<file path="src/rtl/core/bhc_pkg.sv">
// Shared types and constants for the button hold classifier with LED cue.
`default_nettype none

package bhc_pkg;

    // Widths of the counters and registers
    localparam int unsigned TIME_W  = 16;
    localparam int unsigned BLINK_W = 4;
    localparam int unsigned CFG_IDX_W = 3;

    // Mode of the classifier, one-hot
    typedef enum logic [5:0] {
        MODE_IDLE    = 6'b000001,
        MODE_HOLD    = 6'b000010,
        MODE_INTRO   = 6'b000100,
        MODE_WAKE    = 6'b001000,
        MODE_DFU     = 6'b010000,
        MODE_WAITREL = 6'b100000
    } t_mode;

    // Event codes on the outcome field
    typedef enum logic [1:0] {
        EV_NONE   = 2'd0,
        EV_REJECT = 2'd1,
        EV_WAKE   = 2'd2,
        EV_DFU    = 2'd3
    } t_event;

    // Configuration register indexes
    localparam logic [CFG_IDX_W-1:0] CFG_COMMIT_MS    = 3'd0;
    localparam logic [CFG_IDX_W-1:0] CFG_DFU_MS       = 3'd1;
    localparam logic [CFG_IDX_W-1:0] CFG_SLOW_ON_MS   = 3'd2;
    localparam logic [CFG_IDX_W-1:0] CFG_SLOW_OFF_MS  = 3'd3;
    localparam logic [CFG_IDX_W-1:0] CFG_FAST_ON_MS   = 3'd4;
    localparam logic [CFG_IDX_W-1:0] CFG_FAST_OFF_MS  = 3'd5;
    localparam logic [CFG_IDX_W-1:0] CFG_INTRO_BLINKS = 3'd6;

    // Reset values of the configuration registers
    localparam logic [TIME_W-1:0]  RST_COMMIT_MS    = 16'd3000;
    localparam logic [TIME_W-1:0]  RST_DFU_MS       = 16'd10000;
    localparam logic [TIME_W-1:0]  RST_SLOW_ON_MS   = 16'd50;
    localparam logic [TIME_W-1:0]  RST_SLOW_OFF_MS  = 16'd450;
    localparam logic [TIME_W-1:0]  RST_FAST_ON_MS   = 16'd50;
    localparam logic [TIME_W-1:0]  RST_FAST_OFF_MS  = 16'd50;
    localparam logic [BLINK_W-1:0] RST_INTRO_BLINKS = 4'd3;

    localparam logic [TIME_W-1:0] TIME_MAX = {TIME_W{1'b1}};

endpackage

`default_nettype wire

</file>
<file path="src/rtl/core/button_hold_classifier_led_cue.sv">
// Button hold classifier: measures a press per millisecond tick and drives the LED cue.
//
//  channel   direction  handshake            payload
//  tick      in         i_valid / o_stall    i_button_pressed
//  result    out        o_valid / i_stall    o_led_red, o_led_green, o_led_blue,
//                                            o_outcome, o_hold_ms
//  config    in         i_cfg_we             i_cfg_index, i_cfg_data
//
// One tick request is taken per clock; its result appears in the output register
// on the next cycle. The state update and result are one pass of counter/compare logic.
// While the result register is full and stalled, o_stall is high and ticks wait.
// Synchronous active-low reset returns to idle with the default timing registers.
`default_nettype none

module button_hold_classifier_led_cue (
    input  wire logic                          i_clk,
    input  wire logic                          i_rst_n,
    // tick channel
    input  wire logic                          i_valid,
    output logic                               o_stall,
    input  wire logic                          i_button_pressed,
    // result channel
    output logic                               o_valid,
    input  wire logic                          i_stall,
    output logic                               o_led_red,
    output logic                               o_led_green,
    output logic                               o_led_blue,
    output logic [1:0]                         o_outcome,
    output logic [bhc_pkg::TIME_W-1:0]         o_hold_ms,
    // configuration
    input  wire logic                          i_cfg_we,
    input  wire logic [bhc_pkg::CFG_IDX_W-1:0] i_cfg_index,
    input  wire logic [bhc_pkg::TIME_W-1:0]    i_cfg_data
);
    import bhc_pkg::*;

    // Configuration registers
    logic [TIME_W-1:0]  r_commit_ms, r_dfu_ms;
    logic [TIME_W-1:0]  r_slow_on_ms, r_slow_off_ms, r_fast_on_ms, r_fast_off_ms;
    logic [BLINK_W-1:0] r_intro_blinks;

    // Classifier state
    t_mode              r_mode, n_mode;
    logic [TIME_W-1:0]  r_hold_count, n_hold_count;
    logic               r_commit_seen, n_commit_seen;
    logic [TIME_W-1:0]  r_phase_count, n_phase_count;
    logic [BLINK_W-1:0] r_blink_index, n_blink_index;
    logic               r_released, n_released;
    logic               r_lit, n_lit;

    // Result register
    logic               r_valid;
    logic               r_red, r_green, r_blue;
    t_event             r_outcome;
    logic [TIME_W-1:0]  r_hold_ms;

    logic               n_red, n_green, n_blue;
    t_event             n_outcome;
    logic [TIME_W-1:0]  n_hold_ms;

    logic               in_take;
    logic [TIME_W-1:0]  hold_inc;
    logic [TIME_W-1:0]  blink_len;
    logic [TIME_W-1:0]  phase_inc;
    logic               phase_end;
    logic               blink_wrap;
    logic [BLINK_W-1:0] blink_index_inc;

    // Take a request when the result register is free or draining
    assign o_stall = r_valid & i_stall;
    assign in_take = i_valid & ~o_stall;

    // Configuration writes
    always_ff @(posedge i_clk) begin
        if (!i_rst_n) begin
            r_commit_ms    <= RST_COMMIT_MS;
            r_dfu_ms       <= RST_DFU_MS;
            r_slow_on_ms   <= RST_SLOW_ON_MS;
            r_slow_off_ms  <= RST_SLOW_OFF_MS;
            r_fast_on_ms   <= RST_FAST_ON_MS;
            r_fast_off_ms  <= RST_FAST_OFF_MS;
            r_intro_blinks <= RST_INTRO_BLINKS;
        end else if (i_cfg_we) begin
            unique case (i_cfg_index)
                CFG_COMMIT_MS:    r_commit_ms    <= i_cfg_data;
                CFG_DFU_MS:       r_dfu_ms       <= i_cfg_data;
                CFG_SLOW_ON_MS:   r_slow_on_ms   <= i_cfg_data;
                CFG_SLOW_OFF_MS:  r_slow_off_ms  <= i_cfg_data;
                CFG_FAST_ON_MS:   r_fast_on_ms   <= i_cfg_data;
                CFG_FAST_OFF_MS:  r_fast_off_ms  <= i_cfg_data;
                CFG_INTRO_BLINKS: r_intro_blinks <= i_cfg_data[BLINK_W-1:0];
                default: ;
            endcase
        end
    end

    // Saturating hold count and shared blink phase step
    assign hold_inc = (r_hold_count == TIME_MAX) ? r_hold_count : r_hold_count + 1'b1;
    always_comb begin
        if (r_mode == MODE_WAKE) begin
            blink_len = r_lit ? r_slow_on_ms : r_slow_off_ms;
        end else begin
            blink_len = r_lit ? r_fast_on_ms : r_fast_off_ms;
        end
    end
    assign phase_inc       = r_phase_count + 1'b1;
    assign phase_end       = (phase_inc >= blink_len) || (phase_inc == '0);
    assign blink_wrap      = phase_end & ~r_lit;
    assign blink_index_inc = r_blink_index + 1'b1;

    // Next state and result for one tick
    always_comb begin
        n_mode        = r_mode;
        n_hold_count  = r_hold_count;
        n_commit_seen = r_commit_seen;
        n_phase_count = r_phase_count;
        n_blink_index = r_blink_index;
        n_released    = r_released;
        n_lit         = r_lit;
        n_red         = 1'b0;
        n_green       = 1'b0;
        n_blue        = 1'b0;
        n_outcome     = EV_NONE;
        n_hold_ms     = '0;

        unique case (r_mode)
            MODE_IDLE: begin
                if (i_button_pressed) begin
                    n_mode        = MODE_HOLD;
                    n_hold_count  = '0;
                    n_commit_seen = 1'b0;
                    n_red         = 1'b1;
                end
            end
            MODE_HOLD: begin
                n_hold_count = hold_inc;
                if (i_button_pressed) begin
                    if (hold_inc >= r_commit_ms) begin
                        n_commit_seen = 1'b1;
                    end
                    if (hold_inc >= r_dfu_ms) begin
                        n_outcome     = EV_DFU;
                        n_hold_ms     = hold_inc;
                        n_released    = 1'b0;
                        n_blink_index = '0;
                        n_mode        = (r_intro_blinks == '0) ? MODE_DFU : MODE_INTRO;
                        n_phase_count = '0;
                        n_lit         = 1'b1;
                    end else begin
                        n_red = ~(r_commit_seen | (hold_inc >= r_commit_ms));
                    end
                end else begin
                    n_hold_ms = hold_inc;
                    if (hold_inc < r_commit_ms) begin
                        n_outcome = EV_REJECT;
                        n_mode    = MODE_IDLE;
                    end else begin
                        n_outcome     = EV_WAKE;
                        n_mode        = MODE_WAKE;
                        n_phase_count = '0;
                        n_lit         = 1'b1;
                    end
                end
            end
            MODE_INTRO: begin
                if (!i_button_pressed) begin
                    n_released = 1'b1;
                end
                n_blue        = r_lit;
                n_phase_count = phase_end ? '0 : phase_inc;
                n_lit         = phase_end ? ~r_lit : r_lit;
                if (blink_wrap) begin
                    n_blink_index = blink_index_inc;
                    if (blink_index_inc >= r_intro_blinks) begin
                        n_mode        = MODE_DFU;
                        n_phase_count = '0;
                        n_lit         = 1'b1;
                    end
                end
            end
            MODE_WAKE: begin
                if (i_button_pressed) begin
                    n_mode = MODE_WAITREL;
                end else begin
                    n_green       = r_lit;
                    n_phase_count = phase_end ? '0 : phase_inc;
                    n_lit         = phase_end ? ~r_lit : r_lit;
                end
            end
            MODE_DFU: begin
                if (!i_button_pressed) begin
                    n_released = 1'b1;
                end
                if (i_button_pressed && r_released) begin
                    n_mode = MODE_WAITREL;
                end else begin
                    n_blue        = r_lit;
                    n_phase_count = phase_end ? '0 : phase_inc;
                    n_lit         = phase_end ? ~r_lit : r_lit;
                end
            end
            MODE_WAITREL: begin
                if (!i_button_pressed) begin
                    n_mode = MODE_IDLE;
                end
            end
            default: begin
                n_mode = MODE_IDLE;
            end
        endcase
    end

    // Advance the state on each accepted tick
    always_ff @(posedge i_clk) begin
        if (!i_rst_n) begin
            r_mode        <= MODE_IDLE;
            r_hold_count  <= '0;
            r_commit_seen <= 1'b0;
            r_phase_count <= '0;
            r_blink_index <= '0;
            r_released    <= 1'b0;
            r_lit         <= 1'b0;
        end else if (in_take) begin
            r_mode        <= n_mode;
            r_hold_count  <= n_hold_count;
            r_commit_seen <= n_commit_seen;
            r_phase_count <= n_phase_count;
            r_blink_index <= n_blink_index;
            r_released    <= n_released;
            r_lit         <= n_lit;
        end
    end

    // Hold the result until it is taken
    always_ff @(posedge i_clk) begin
        if (!i_rst_n) begin
            r_valid <= 1'b0;
        end else if (in_take) begin
            r_valid <= 1'b1;
        end else if (!i_stall) begin
            r_valid <= 1'b0;
        end
    end

    always_ff @(posedge i_clk) begin
        if (in_take) begin
            r_red     <= n_red;
            r_green   <= n_green;
            r_blue    <= n_blue;
            r_outcome <= n_outcome;
            r_hold_ms <= n_hold_ms;
        end
    end

    assign o_valid     = r_valid;
    assign o_led_red   = r_red;
    assign o_led_green = r_green;
    assign o_led_blue  = r_blue;
    assign o_outcome   = r_outcome;
    assign o_hold_ms   = r_hold_ms;

    // An event tick shows all LEDs off
    a_event_dark: assert property (@(posedge i_clk) disable iff (!i_rst_n)
        (r_valid && r_outcome != EV_NONE) |-> !(r_red || r_green || r_blue))
        else $error("LED lit on an event tick");

    // No hold duration without an event
    a_hold_zero: assert property (@(posedge i_clk) disable iff (!i_rst_n)
        (r_valid && r_outcome == EV_NONE) |-> (r_hold_ms == '0))
        else $error("hold_ms set without an event");

    // At most one LED is lit
    a_one_led: assert property (@(posedge i_clk) disable iff (!i_rst_n)
        r_valid |-> ($countones({r_red, r_green, r_blue}) <= 1))
        else $error("more than one LED lit");

    // A dfu event always enters a blue pattern with the on half first
    a_dfu_pattern: assert property (@(posedge i_clk) disable iff (!i_rst_n)
        (in_take && n_outcome == EV_DFU) |=>
            ((r_mode == MODE_INTRO || r_mode == MODE_DFU) && r_lit && r_phase_count == '0))
        else $error("dfu event did not start the blue pattern");

    // Red is only lit while a hold is being measured
    a_red_hold: assert property (@(posedge i_clk) disable iff (!i_rst_n)
        (in_take && n_red) |=> (r_mode == MODE_HOLD))
        else $error("red lit outside a hold");

endmodule

`default_nettype wire
</file>
<file path="config.mk">
export PLATFORM = sky130hd
export DESIGN_NAME = button_hold_classifier_led_cue
export DESIGN_NICKNAME = d
export VERILOG_FILES = /design/src/rtl/core/bhc_pkg.sv /design/src/rtl/core/button_hold_classifier_led_cue.sv
export SDC_FILE = /design/constraint.sdc
export NUM_CORES = 1
export LEC_CHECK = 0
export BUFFER_PORTS_ARGS = -buffer_cell sky130_fd_sc_hd__buf_2
export CAP_MARGIN = 20
export CORE_MARGIN = 2
export CORE_UTILIZATION = 30
export DETAILED_ROUTE_END_ITERATION = 7
export PLACE_DENSITY_LB_ADDON = 0.25
export SYNTH_ARGS = -nofsm -noshare
export SYNTH_HDL_FRONTEND = slang
export SYNTH_SLANG_ARGS = --single-unit
export TNS_END_PERCENT = 20
</file>
<file path="constraint.sdc">
create_clock -name i_clk -period 5.5 [get_ports i_clk]
set_input_delay 0.825 -clock i_clk [delete_from_list [all_inputs] [get_ports i_clk]]
set_output_delay 0.825 -clock i_clk [all_outputs]
set_load 0.05 [all_outputs]
</file>
==> results.tsv <==
metric	value	unit
preCtsSetupSlack	647	ps
reg2reg_slack	720	ps
pin_count	48	
cts-root-buf	clkbuf_16	
vdd_drop_max	0.190	mV
met2_usage	0.256	
rsz0062_at_grt	false	
hold_class	reg -> reg	
synth_edf_count	21	
synthFlopType	dfxtp_1	
worstHoldStart	r_dfu_ms[14]$_SDFFE_PN0P_	
rows	63	
postCtsHoldBufs	0	
powerDensity	264	mW/mm2
drc	0	
relSlewSlack	0.298	
yosys_warnings	0	
start_kind	flip-flop	
viasPerCell	4.98	
die-area	0.0318	mm2
crit_fanout	9	
worstMarginPinSlew	1050	ps
fin_nets	1173	
met3_usage	0.0256	
grt_usage	0.158	
avgSynthCellArea	8.56	um2
cts_buffers	17	
grt_pass1_wl	39200	um
busiest_layer	met2	
routabilityCongestion	0.794	
start_util	0.306	
htree_levels	4	
grt_max_degree	115	
final_layout_size_suffix_gt1_frac	0.122	
async_reset_ff_frac	0	
slew_viol_final	0	
post_cts_buffers	0	
cts_buffer_depth	2	
whs_path_depth	2	
period_minus_slack	4780	ps
cts_tree	yes	
finalSetupViolCount	0	
r2r_start	r_phase_count[0]$_SDFFE_PN0P_	
layout_common_cells	nand2_1 (240), dfxtp_1 (146), a21boi_0 (73)	
fin_setup_tns	0	ps
overflow	0	
coreArea	0.0298	mm2
die_h	178	um
ant_nets	0	
arrival	5110	ps
path_class	reg -> reg	
clk_pin_slew	70	ps
worst_slack	724	ps
hold_viol	0	
reg2reg_to	r_phase_count[15]$_SDFFE_PN0P_	
syn-num-nets	1145	
finClkSkew	18.9	ps
netlist_instances	1065	
wl_per_cell	16.0	um
antenna_found_initial	1	
drv_cap	0	
cts_sinks	167	
final_common_cell	nand2_1	
status	finished, final reports clean	
cts_resized	0	
fmax	209	MHz
crit_path_end_kind	flip-flop	
wl	24000	um
num_vias	7460	
area_growth	13.8	%
met1_usage	0.220	
yosysUniqueCellTypes	71	
whs_endpoint	r_dfu_ms[14]$_SDFFE_PN0P_	
drt_iter0_drc	457	
p_leak	3.99	nW
die_w	178	um
cp.required	5830	ps
yosysSeqAreaShare	0.390	
first_pass_iters	5	
io_buffers	47	
period_share	0.868	
clkLatencyLatePin	440	ps
grt_pass1_vias	7125	
ys_ff_latch	167	
dp_hpwl	16900	um
syn_area	0.00911	mm2
fillers	3106	
reg2regPathDepth	19	
==> cell type report <==
type / instances / area, um2 / share of cell area
multi-input combinational: 772 / 5080 / 0.490
sequential: 167 / 3550 / 0.343
tap: 390 / 488 / 0.0470
clock buffer: 17 / 425 / 0.0410
timing repair buffer: 63 / 358 / 0.0345
inverter: 72 / 270 / 0.0261
clock inverter: 15 / 194 / 0.0187
antenna: 1 / 2.50 / 0.000241
==> worst max-delay path: stages, from the launching register on <==
cell and delay, ps:
dfxtp_1 490, ha_1 390, nand3_1 170, nor3_1 200
buf_4 160, nand2_1 80, nor3_1 220, xnor2_1 210
ha_1 300, a21oi_1 150, nand2_1 70, a221oi_1 470
nand3b_1 150, ha_1 240, and2_1 160, a221oi_1 300
o21ai_0 170, nor3_2 240, nand2_2 220, o311ai_1 270
==> power breakdown <==
group,total [mW],switching [mW],internal (mW)
sequential,1.28,0.0176,1.26
clock,1.24,0.612,0.625
combinational,0.220,0.150,0.0705
total,2.74,0.780,1.96
==> cells by family (layout without fill, tap and decap cells) <==
| logic type | after synthesis | count (layout) | synth area share |
|---|---|---|---|
| AO/OA/AOI/OAI | 209 | 209 | 0.166 |
| XOR/XNOR | 24 | 24 | 0.0231 |
| adder cells (fa/ha/maj) | 55 | 55 | 0.0755 |
| buffers and inverters | 126 | 167 | 0.0537 |
| flip-flops | 167 | 167 | 0.390 |
| multiplexers | 30 | 30 | 0.0553 |
| other | 0 | 1 | 0 |
| AND/OR/NAND/NOR | 454 | 454 | 0.237 |
==> cell usage after synthesis, types with 5 or more instances <==
cell,number,area share
xnor2_1,18,0.017
nand3b_1,5,0.0041
dfxtp_1,146,0.32
nand3_1,42,0.023
o21ai_1,11,0.0060
a21boi_0,73,0.060
a21oi_1,29,0.016
xor2_1,6,0.0058
edfxtp_1,21,0.069
ha_1,55,0.076
or4_1,6,0.0049
and3_1,12,0.0082
o21ai_0,19,0.010
mux4_2,16,0.040
nor2_1,34,0.014
nand2b_1,12,0.0082
nand4_1,16,0.011
a22oi_1,7,0.0058
nor3_1,18,0.0099
mux2i_1,11,0.012
o21a_1,6,0.0049
buf_2,7,0.0038
nor4_1,5,0.0034
o221ai_1,5,0.0048
a21o_1,7,0.0058
inv_1,72,0.030
clkbuf_1,44,0.018
nor2b_1,31,0.021
nand2_1,240,0.099
and2_1,10,0.0069
o211ai_1,19,0.016
==> metrics by stage <==
stage,util,std cells,area [um2],power (mW),hold WS [ps]
6_report,0.348,1497,10400,2.74,467
3_5_place_dp,0.327,1463,9740,1.53,451
3_3_place_gp,0.327,1463,9740,1.53,448
4_1_cts,0.348,1495,10400,2.77,471
2_1_floorplan,-,1065,9110,1.45,435
5_1_grt,0.348,1496,10400,2.84,486
==> worst max-delay path by stage <==
stage                                              from                        endpoint  slack, ps  cells past startpoint
after floorplan                  r_mode[0]$_SDFFE_PN1P_  r_phase_count[15]$_SDFFE_PN0P_       1000                     18
after global placement    r_phase_count[0]$_SDFFE_PN0P_  r_phase_count[15]$_SDFFE_PN0P_        840                     19
after detailed placement  r_phase_count[0]$_SDFFE_PN0P_  r_phase_count[15]$_SDFFE_PN0P_        650                     19
after CTS                 r_phase_count[0]$_SDFFE_PN0P_  r_phase_count[15]$_SDFFE_PN0P_        620                     19
after global routing      r_phase_count[0]$_SDFFE_PN0P_  r_phase_count[15]$_SDFFE_PN0P_        220                     19
final                     r_phase_count[0]$_SDFFE_PN0P_  r_phase_count[15]$_SDFFE_PN0P_        720                     19
==> flip-flops by register name, indices dropped and copies added, names as in the netlist, 16 cells and up <==
register,cells
r_commit_ms,16
r_slow_on_ms,16
r_dfu_ms,16
r_fast_on_ms,16
r_slow_off_ms,16
r_hold_count,16
r_phase_count,16
r_fast_off_ms,16
o_hold_ms,16
==> metal layers <==
metal  vias to the layer above  part of all wire
li1                       3772                 -
met1                      3592              0.50
met2                        83              0.47
met3                        13             0.024
met5                         -                 0
met4                         0            0.0082
No activity file was read; power rests on OpenSTA's default activity.
